===== config.mk =====
export PLATFORM = sky130hd
export DESIGN_NAME = websocket_frame_header_parser
export DESIGN_NICKNAME = d
export VERILOG_FILES = /design/src/rtl/wsfhp_pkg.sv /design/src/rtl/websocket_frame_header_parser.sv
export VERILOG_INCLUDE_DIRS = /design/src /design/src/rtl
export SDC_FILE = /design/constraint.sdc
export NUM_CORES = 1
export LEC_CHECK = 0
export BUFFER_PORTS_ARGS = -buffer_cell sky130_fd_sc_hd__buf_2
export CELL_PAD_IN_SITES_DETAIL_PLACEMENT = 1
export CELL_PAD_IN_SITES_GLOBAL_PLACEMENT = 1
export CORE_ASPECT_RATIO = 1.25
export CORE_MARGIN = 2
export CORE_UTILIZATION = 40
export DETAILED_ROUTE_END_ITERATION = 10
export HOLD_SLACK_MARGIN = 0.08
export PLACE_DENSITY = 0.7
export REMOVE_ABC_BUFFERS = 1
export SLEW_MARGIN = 30
export SYNTH_ARGS = -nofsm -noshare
export SYNTH_HDL_FRONTEND = slang
export SYNTH_SLANG_ARGS = --single-unit

===== constraint.sdc =====
create_clock -name clk -period 4.3 [get_ports clk]
set_input_delay 1.075 -clock clk [delete_from_list [all_inputs] [get_ports clk]]
set_output_delay 1.075 -clock clk [all_outputs]
set_load 0.01 [all_outputs]

===== src/rtl/websocket_frame_header_parser_assert.svh =====
// ----------------------------------------------------------------------------
// WebSocket frame header parser assertion macros
// Shared concurrent assertion forms, clocked and reset-qualified.
// ----------------------------------------------------------------------------
`ifndef WEBSOCKET_FRAME_HEADER_PARSER_ASSERT_SVH
`define WEBSOCKET_FRAME_HEADER_PARSER_ASSERT_SVH

// same-cycle implication
`define WSFHP_ASSERT_NOW(label, clk, rst_n, ante, cons) \
	label: assert property (@(posedge clk) disable iff (!(rst_n)) (ante) |-> (cons)) \
		else $error("assertion failed");

// next-cycle implication
`define WSFHP_ASSERT_NEXT(label, clk, rst_n, ante, cons) \
	label: assert property (@(posedge clk) disable iff (!(rst_n)) (ante) |=> (cons)) \
		else $error("assertion failed");

`endif


===== src/rtl/wsfhp_pkg.sv =====
// ----------------------------------------------------------------------------
// wsfhp_pkg
// Types, codes and constants of the WebSocket frame header parser.
// ----------------------------------------------------------------------------
`timescale 1ns / 1ps

package wsfhp_pkg;

	typedef struct packed {
		logic       func;
		logic [7:0] data_byte;
	} in_word_t;

	typedef struct packed {
		logic [1:0]  phase;
		logic        frame_done;
		logic        fin_flag;
		logic [3:0]  frame_opcode;
		logic [63:0] payload_length;
		logic [31:0] mask_key;
		logic [7:0]  payload_byte;
		logic [1:0]  error_code;
	} out_word_t;

	typedef enum logic [2:0] {
		ST_HDR0,
		ST_HDR1,
		ST_EXT,
		ST_KEY,
		ST_DATA
	} parse_state_t;

	localparam logic       FUNC_CLEAR    = 1'b1;

	localparam logic [1:0] PH_HEADER     = 2'd0;
	localparam logic [1:0] PH_PAYLOAD    = 2'd1;
	localparam logic [1:0] PH_REJECTED   = 2'd2;
	localparam logic [1:0] PH_CLEARED    = 2'd3;

	localparam logic [1:0] ERR_NONE      = 2'd0;
	localparam logic [1:0] ERR_RSV       = 2'd1;
	localparam logic [1:0] ERR_OPCODE    = 2'd2;
	localparam logic [1:0] ERR_MASK      = 2'd3;

	localparam logic [3:0] OPC_CONT      = 4'h0;
	localparam logic [3:0] OPC_TEXT      = 4'h1;
	localparam logic [3:0] OPC_BINARY    = 4'h2;
	localparam logic [3:0] OPC_CLOSE     = 4'h8;
	localparam logic [3:0] OPC_PING      = 4'h9;
	localparam logic [3:0] OPC_PONG      = 4'hA;

	localparam logic [7:0] RSV_MASK      = 8'h70;
	localparam logic [6:0] LEN_CODE_16   = 7'd126;
	localparam logic [6:0] LEN_CODE_64   = 7'd127;

	localparam logic [3:0] EXT16_BYTES   = 4'd2;
	localparam logic [3:0] EXT64_BYTES   = 4'd8;
	localparam logic [3:0] KEY_BYTES     = 4'd4;

	function automatic logic opcode_known(input logic [3:0] op);
		return (op == OPC_CONT) || (op == OPC_TEXT) || (op == OPC_BINARY) ||
			(op == OPC_CLOSE) || (op == OPC_PING) || (op == OPC_PONG);
	endfunction

endpackage


===== src/rtl/websocket_frame_header_parser.sv =====
// ----------------------------------------------------------------------------
// websocket_frame_header_parser
// Parses a client-to-server WebSocket byte stream, one byte per word.
// ----------------------------------------------------------------------------
// Takes one stream byte per cycle and returns one result word per byte. Each
// byte is held in an input register, the frame state (FIN, opcode, length,
// masking key, payload countdown, sticky error) is updated from it, and the
// result lands in an output register. Throughput is one byte per cycle,
// set by the state update with its 64-bit payload countdown. Stalls on the
// output side hold both stages. A clear word (func = 1) returns the parser
// to frame start and clears a sticky error. Payload bytes are passed
// through as received; they are not unmasked.
`timescale 1ns / 1ps
`include "websocket_frame_header_parser_assert.svh"

module websocket_frame_header_parser (
	input  logic                  clk,
	input  logic                  arst_n,
	input  logic                  in_valid,
	output logic                  in_ready,
	input  wsfhp_pkg::in_word_t   in_word,
	output logic                  out_valid,
	input  logic                  out_ready,
	output wsfhp_pkg::out_word_t  out_word
);

	logic                    valid_s1;
	wsfhp_pkg::in_word_t     word_s1;
	logic                    advance;
	logic                    step;

	wsfhp_pkg::parse_state_t parse_q, parse_d;
	logic                    fin_q, fin_d;
	logic [3:0]              opcode_q, opcode_d;
	logic [63:0]             len_q, len_d;
	logic [31:0]             key_q, key_d;
	logic [3:0]              cnt_q, cnt_d;
	logic [63:0]             rem_q, rem_d;
	logic [1:0]              err_q, err_d;

	logic [7:0]              b;
	logic [3:0]              cnt_dec;
	logic [3:0]              cnt_inc;
	logic [63:0]             rem_dec;

	logic [1:0]              phase;
	logic                    done;
	logic [7:0]              pbyte;

	logic                    out_valid_q;
	wsfhp_pkg::out_word_t    out_word_s2;

	assign advance  = !out_valid_q || out_ready;
	assign in_ready = !valid_s1 || advance;
	assign step     = valid_s1 && advance;

	assign b        = word_s1.data_byte;
	assign cnt_dec  = cnt_q - 4'd1;
	assign cnt_inc  = cnt_q + 4'd1;
	assign rem_dec  = rem_q - 64'd1;

	// hold input word while the result stage stalls
	always_ff @(posedge clk or negedge arst_n) begin
		if (!arst_n) begin
			valid_s1 <= 1'b0;
		end else if (in_ready) begin
			valid_s1 <= in_valid;
		end
	end

	always_ff @(posedge clk) begin
		if (in_ready && in_valid) begin
			word_s1 <= in_word;
		end
	end

	// next state
	always_comb begin
		parse_d  = parse_q;
		fin_d    = fin_q;
		opcode_d = opcode_q;
		len_d    = len_q;
		key_d    = key_q;
		cnt_d    = cnt_q;
		rem_d    = rem_q;
		err_d    = err_q;
		if (word_s1.func == wsfhp_pkg::FUNC_CLEAR) begin
			parse_d  = wsfhp_pkg::ST_HDR0;
			fin_d    = 1'b0;
			opcode_d = wsfhp_pkg::OPC_CLOSE;
			len_d    = '0;
			key_d    = '0;
			cnt_d    = '0;
			rem_d    = '0;
			err_d    = wsfhp_pkg::ERR_NONE;
		end else if (err_q != wsfhp_pkg::ERR_NONE) begin
			parse_d = parse_q;
		end else begin
			unique case (parse_q)
				wsfhp_pkg::ST_HDR1: begin
					if (!b[7]) begin
						err_d = wsfhp_pkg::ERR_MASK;
					end else if (b[6:0] < wsfhp_pkg::LEN_CODE_16) begin
						len_d   = {57'd0, b[6:0]};
						cnt_d   = '0;
						parse_d = wsfhp_pkg::ST_KEY;
					end else begin
						len_d   = '0;
						cnt_d   = (b[6:0] == wsfhp_pkg::LEN_CODE_64) ?
							wsfhp_pkg::EXT64_BYTES : wsfhp_pkg::EXT16_BYTES;
						parse_d = wsfhp_pkg::ST_EXT;
					end
				end
				wsfhp_pkg::ST_EXT: begin
					len_d = {len_q[55:0], b};
					cnt_d = cnt_dec;
					if (cnt_dec == 4'd0) begin
						parse_d = wsfhp_pkg::ST_KEY;
					end
				end
				wsfhp_pkg::ST_KEY: begin
					key_d = {key_q[23:0], b};
					cnt_d = cnt_inc;
					if (cnt_inc >= wsfhp_pkg::KEY_BYTES) begin
						cnt_d = '0;
						if (len_q == 64'd0) begin
							parse_d = wsfhp_pkg::ST_HDR0;
						end else begin
							rem_d   = len_q;
							parse_d = wsfhp_pkg::ST_DATA;
						end
					end
				end
				wsfhp_pkg::ST_DATA: begin
					rem_d = rem_dec;
					if (rem_dec == 64'd0) begin
						parse_d = wsfhp_pkg::ST_HDR0;
					end
				end
				default: begin
					fin_d = b[7];
					if ((b & wsfhp_pkg::RSV_MASK) != 8'd0) begin
						err_d = wsfhp_pkg::ERR_RSV;
					end else if (!wsfhp_pkg::opcode_known(b[3:0])) begin
						err_d = wsfhp_pkg::ERR_OPCODE;
					end else begin
						opcode_d = b[3:0];
						len_d    = '0;
						key_d    = '0;
						cnt_d    = '0;
						rem_d    = '0;
						parse_d  = wsfhp_pkg::ST_HDR1;
					end
				end
			endcase
		end
	end

	// result outputs
	always_comb begin
		phase = wsfhp_pkg::PH_HEADER;
		done  = 1'b0;
		pbyte = 8'd0;
		if (word_s1.func == wsfhp_pkg::FUNC_CLEAR) begin
			phase = wsfhp_pkg::PH_CLEARED;
		end else if (err_q != wsfhp_pkg::ERR_NONE) begin
			phase = wsfhp_pkg::PH_REJECTED;
		end else begin
			unique case (parse_q)
				wsfhp_pkg::ST_HDR1: begin
					if (!b[7]) begin
						phase = wsfhp_pkg::PH_REJECTED;
					end
				end
				wsfhp_pkg::ST_EXT: begin
					phase = wsfhp_pkg::PH_HEADER;
				end
				wsfhp_pkg::ST_KEY: begin
					done = (cnt_inc >= wsfhp_pkg::KEY_BYTES) && (len_q == 64'd0);
				end
				wsfhp_pkg::ST_DATA: begin
					phase = wsfhp_pkg::PH_PAYLOAD;
					pbyte = b;
					done  = (rem_dec == 64'd0);
				end
				default: begin
					if (((b & wsfhp_pkg::RSV_MASK) != 8'd0) ||
						!wsfhp_pkg::opcode_known(b[3:0])) begin
						phase = wsfhp_pkg::PH_REJECTED;
					end
				end
			endcase
		end
	end

	// advance frame state once per processed word
	always_ff @(posedge clk or negedge arst_n) begin
		if (!arst_n) begin
			parse_q  <= wsfhp_pkg::ST_HDR0;
			fin_q    <= 1'b0;
			opcode_q <= wsfhp_pkg::OPC_CLOSE;
			len_q    <= '0;
			key_q    <= '0;
			cnt_q    <= '0;
			rem_q    <= '0;
			err_q    <= wsfhp_pkg::ERR_NONE;
		end else if (step) begin
			parse_q  <= parse_d;
			fin_q    <= fin_d;
			opcode_q <= opcode_d;
			len_q    <= len_d;
			key_q    <= key_d;
			cnt_q    <= cnt_d;
			rem_q    <= rem_d;
			err_q    <= err_d;
		end
	end

	always_ff @(posedge clk or negedge arst_n) begin
		if (!arst_n) begin
			out_valid_q <= 1'b0;
		end else if (advance) begin
			out_valid_q <= valid_s1;
		end
	end

	always_ff @(posedge clk) begin
		if (step) begin
			out_word_s2.phase          <= phase;
			out_word_s2.frame_done     <= done;
			out_word_s2.fin_flag       <= fin_d;
			out_word_s2.frame_opcode   <= opcode_d;
			out_word_s2.payload_length <= len_d;
			out_word_s2.mask_key       <= key_d;
			out_word_s2.payload_byte   <= pbyte;
			out_word_s2.error_code     <= err_d;
		end
	end

	assign out_valid = out_valid_q;
	assign out_word  = out_word_s2;

	`WSFHP_ASSERT_NOW(a_pbyte_zero, clk, arst_n,
		out_valid_q && (out_word_s2.phase != wsfhp_pkg::PH_PAYLOAD),
		out_word_s2.payload_byte == 8'd0)
	`WSFHP_ASSERT_NOW(a_done_phase, clk, arst_n,
		out_valid_q && out_word_s2.frame_done,
		(out_word_s2.phase == wsfhp_pkg::PH_HEADER) ||
		(out_word_s2.phase == wsfhp_pkg::PH_PAYLOAD))
	`WSFHP_ASSERT_NOW(a_clear_resets, clk, arst_n,
		out_valid_q && (out_word_s2.phase == wsfhp_pkg::PH_CLEARED),
		(out_word_s2.error_code == wsfhp_pkg::ERR_NONE) &&
		(out_word_s2.payload_length == 64'd0) && (out_word_s2.mask_key == 32'd0))
	`WSFHP_ASSERT_NEXT(a_err_sticky, clk, arst_n,
		step && (err_q != wsfhp_pkg::ERR_NONE) &&
		(word_s1.func != wsfhp_pkg::FUNC_CLEAR),
		$stable(err_q) && $stable(parse_q))

endmodule


; ---- Yosys cells after proc, flatten, opt, wreduce, memory -nomap -nowiden
; Cells that the tools add are included.
[word_totals]
mem_bits_rw = 0
latchBits = 0
n_memories = 0
register_bits = 299
rom_bits = 0
[classes]
n_mul = 0
n_addsub = 3
n_eq_ne = 21
shifts = 0
bitwise_logic = 1
reduce_logical = 34
div = 0
magnitude_cmp = 2
muxes = 58
[ops]
columns = cell, n
row1 = $mux 64, 11
row2 = $pmux 64 s3, 2
row3 = $logic_not 64->1, 2
row4 = $mux 32, 4
row5 = $pmux 32 s2, 1
row6 = $sub 64x1->64 const B, 1
row7 = $mux 4, 13
row8 = $mux 3, 9
row9 = $pmux 4 s4, 1
row10 = $ne 3x3->1 const B, 5
row11 = $mux 2, 7
row12 = $eq 4x4->1 const B, 3
row13 = $pmux 3 s4, 1
row14 = $reduce_or 3->1, 3
row15 = $logic_not 4->1, 2
row16 = $logic_or 1x1->1, 8
row17 = $reduce_and 8->1, 1
row18 = $reduce_bool 8->1, 1
row19 = $reduce_or 2->1, 4
row20 = $eq 7x7->1 const B, 1
row21 = $lt 7x7->1 const B, 1
row22 = $mux 7, 1
row23 = $reduce_and 7->1, 1
row24 = $eq 3x2->1 const B, 2
row25 = 25 further kinds, 34

; ---- Depth between registers and ports, before layout
[depth]
ltp_word = 11
mapped_depth = 13
ltp_nobuf = 11

; ---- Worst setup path before layout
; No wires, ideal clock.
[synth_timing]
path_type = input -> register
from = input out_ready
to = register parse_q[2]
path_stages = 7
setup_slack_ns = -0.252
arrival_time_ns = 4.427
n_path_buf = 0
path_cell_list = nand2b_1 > nand2_1 > inv_1 > nand2_1 > o21ai_0 > o221ai_1 > mux2_4
[synth_via]
elab_chain_cells = 3
[synth_lines]
columns = element, line
row1 = "start, declared", websocket_frame_header_parser.sv:23  ; input logic out_ready,
row2 = $logic_or 1x1->1, websocket_frame_header_parser.sv:53  ; assign advance = !out_valid_q || out_ready;
row3 = $logic_and 1x1->1, websocket_frame_header_parser.sv:55  ; assign step = valid_s1 && advance;
row4 = net step, websocket_frame_header_parser.sv:30  ; logic step;
row5 = $reduce_and 8->1 (no source line), --
row6 = "end signal, assigned", websocket_frame_header_parser.sv:199  ; parse_q <= wsfhp_pkg::ST_HDR0;
row7 = "end signal, assigned", websocket_frame_header_parser.sv:208  ; parse_q <= parse_d;
row8 = "end, declared", websocket_frame_header_parser.sv:32  ; wsfhp_pkg::parse_state_t parse_q, parse_d;
; The timed path passes the listed nets, and every way through them passes these cells.
; A chain may end at the register's enable or synchronous reset.

; ---- Final worst setup path
[layout_timing]
from = register rem_q[0]
to = register parse_q[2]
[layout_via]
elab_chain_cells = 4
[layout_lines]
columns = element, line
row1 = "start, declared", websocket_frame_header_parser.sv:38  ; logic [63:0] rem_q, rem_d;
row2 = "start signal, assigned", websocket_frame_header_parser.sv:214  ; rem_q <= rem_d;
row3 = $sub 64x1->64, websocket_frame_header_parser.sv:60  ; assign rem_dec = rem_q - 64'd1;
row4 = $logic_not 64->1, websocket_frame_header_parser.sv:136  ; if (rem_dec == 64'd0) begin
row5 = $ne 3x3->1 (no source line), --
row6 = $reduce_and 8->1 (no source line), --
; Every way passes these cells.

==> results by group <==
Timing
  – Crit share post-route: 94.13%
  – Final Max Slew Viols: 0
  – Final Skew: 0.01464 ns
  – Final hold vios: 0
  – Max_slew headroom: 40.57%
  – Slew @ Worst Pin: 0.8850 ns
  – Tmin final: 4.048 ns
  – Fmax: 247.1 MHz
  – Worst setup margin: 0.2524 ns
  – Final setup fails: 0
  – Unrepaired setup endpoints after global routing: no

Synth
  – Mapped Area: 14480 sq um
  – Post-Syn Instances: 1343
  – Post-synthesis average cell area: 10.78 sq um
  – Largest area contributor in the netlist: dfrtp_1
  – Number of register bits inferred by synthesis: 299
  – Post-synth cell types: 79
  – Post-synthesis sequential area ratio: 55.94%
  – Synth Flop Type: dfrtp_1
  – Yosys top cell area share: 30.25%
  – Ys async rst share: 58.86%
  – Synth area leaders: dfrtp_1 30%, edfxtp_1 26%, a22o_1 11%
  – Ys Warns: 0
  – Post-synth EDFFs: 123

Power
  – Switching power: 4.100 mW
  – Max VDD drop: 0.3026 mV
  – Clock power share: 28.9%
  – Sw frac: 39.34%
  – Logic pwr share: 37.0%
  – Leak Pwr: 7.133 nW
  – Internal power: 6.323 mW
  – P per Cell Area: 616.1 nW/um^2
  – Sequential fraction of design power: 34.1%

Die
  – CORE AREA: 35550 sq um
  – Row cnt: 77
  – Die Ht: 216.7 um
  – Die area: 37740 sq um
  – Io pins: 129
  – Die width: 174.2 um
  – Initial cell density of the core: 40.73%

Clock tree
  – Max Buffers Root-to-Sink: 3
  – Postcts setup bufs: 0
  – Clock root buffer: clkbuf_16
  – Total CTS buffers: 34
  – Clock slew at reported path FFs: 0.06 ns
  – CTS tree: built
  – Hold Buf Count CTS: 0
  – Clock latency on the worst-skew pair: 0.53 ns
  – Clock sinks: 299
  – CTS H-Tree Depth: 2

Final layout
  – # diodes: 0
  – Fillers: 3803
  – Final instance area: 16920 sq um
  – Layout Area Growth over Synthesis: 16.85%
  – Commonest non-fill, non-tap cell in the layout: a22o_1
  – Finished Core Util: 47.59%
  – Layout cell share with drive strength beyond 1: 17.52%
  – Commonest cells after routing, fill and taps aside: 178 x a22o_1, 175 x dfrtp_1, 127 x buf_2
  – Final #Nets: 1465

Placement
  – Worst slack, placed: 0.1347 ns
  – GPL Wtd Cong: 0.9459
  – Post-DP HPWL: 33880 um
  – Placed cell area: 15770 sq um
  – Number of port buffers: 128

Drt
  – Post-route DRC: 0
  – DR pass1 iterations: 5
  – Via/cell ratio: 6.199
  – Final wirelength: 49060 um
  – Post-DRT Antenna Nets: 0
  – Routed wire length per instance: 25.20 um
  – Routed via count: 12070
  – Initial DRC Count: 918

Global routing
  – Vias in the first global route: 12310
  – First-pass GRT wire length: 76200 um
  – Grt total ovfl: 0
  – Initial antenna violation count: 0
  – Total GRT Usage: 26.09%
  – Largest net degree at the start of global routing: 116

Flow run
  – Max cap viols: 0

Critical path
  – Critical Path RT: 4.71 ns
  – FF-to-FF path depth: 12
  – Worst r2r src: rem_q[0]
  – Setup crit end kind: register
  – Arr. time, crit path: 4.46 ns
  – Startpoint Class: register
  – R2R Path End: parse_q[2]
  – CP max FO: 8
  – Reg-to-reg slack, setup: 0.25 ns
  – WS Path Type: reg2reg

Hold path
  – Min-Delay Path Depth: 1
  – Min-Delay Endpoint: opcode_q[2]
  – HP Class: reg2reg
  – Hold_sp: opcode_q[2]

Run status
  – Status: complete, no violations
==> critical path, cell delays in order, from the launching register on <==
cell and delay (ns):
dfrtp_1 0.44, inv_1 0.13, ha_1 0.29, nor4b_2 0.34, nand4_2 0.33, nor2_1 0.28
or4b_4 0.51, a221oi_2 0.28, nand4_1 0.19, nor4_2 0.44, buf_4 0.20, o221ai_1 0.14
mux2_4 0.35
==> per-layer routing <==
layer / up-vias / wire length, um / track usage, %
met2: 379 / 24080 / 44.33
met4: 0 / 1709 / 9.440
li1: 5401 / - / -
met3: 92 / 2371 / 3.351
met5: - / 0 / 0
met1: 6197 / 20900 / 34.31
==> final cells by class <==
type                    count  area (sq um)  area share (%)
multi-input cells         920          5972           35.30
clock inverters            13         186.4           1.102
repair buffers            170          1025           6.057
well taps                 474         593.1           3.505
flip-flops and latches    299          8099           47.87
clock buffers              49         958.4           5.665
inverters                  22         85.08          0.5029
==> synth_stat cells, types with 10 or more instances <==
master    instances
a21oi_1          59
a22o_1          178
a22oi_1          27
a32oi_1          12
and3_1           11
buf_2            10
clkbuf_1         89
dfrtp_1         175
edfxtp_1        123
inv_1            22
nand2_1          94
nand2b_1         12
nand3_1          19
nand4_1          12
nor2_1           97
nor3_1           42
nor4_1           48
o21ai_0         116
o22ai_1          11
o31ai_1          12
or3_1            14
xnor2_1          16
==> flip-flops by register name (all words and copies together) (netlist names), 2 cells and up <==
register  count
opcode_q      4
len_q        64
rem_q        64
parse_q       3
b             8
err_q         2
out_word    114
key_q        32
cnt_q         4
==> power groups by stage <==
stage	combinational [mW]	clock (mW)	sequential [mW]
final	3.86	3.01	3.55
after global routing	4.20	3.17	3.59
after CTS	3.83	3.07	3.55
after detailed placement	3.81	0	3.60
after global placement	3.77	0	3.59
after floorplan	2.33	0	3.55
==> metrics by stage <==
stage | hold WS [ns] | cells | power [mW] | TNS [ns]
global route | 0.5076 | 1947 | 10.96 | 0
global placement | 0.4543 | 1885 | 7.358 | 0
finish | 0.4722 | 1947 | 10.42 | 0
CTS | 0.4794 | 1947 | 10.45 | 0
floorplan | 0.4414 | 1241 | 5.881 | -191.70
detailed placement | 0.4652 | 1885 | 7.411 | 0
==> worst max path at each step <==
stage | start | endpoint | slack (ns) | cells past startpoint
2_1_floorplan | len_q[1] | rem_q[39] | -1.79 | 8
4_1_cts | rem_q[0] | parse_q[2] | 0.12 | 12
3_5_place_dp | rem_q[0] | parse_q[2] | 0.13 | 12
3_3_place_gp | rem_q[0] | parse_q[2] | 0.23 | 12
6_report | rem_q[0] | parse_q[2] | 0.25 | 12
5_1_grt | rem_q[0] | parse_q[2] | 0.06 | 12
==> cell families (layout without fill, tap and decap cells) <==
kind of cell	after synthesis	count (layout)	share of synthesized area [%]
adders and majority gates	6	6	0.5012
muxes	5	5	0.3888
xor gates and xnor gates	23	23	1.391
buffers and inverters	124	254	3.379
AOI/OAI and AO/OA	472	472	23.28
and+or+nand+nor	414	414	15.12
DFF	299	299	55.94
==> what timing repair did <==
action / CTS / global route
gates resized for setup: 0 / 1
endpoints found under the hold margin: 0 / 0
setup endpoints to repair: 0 / 1
No activity file was read; power rests on OpenSTA's default activity.
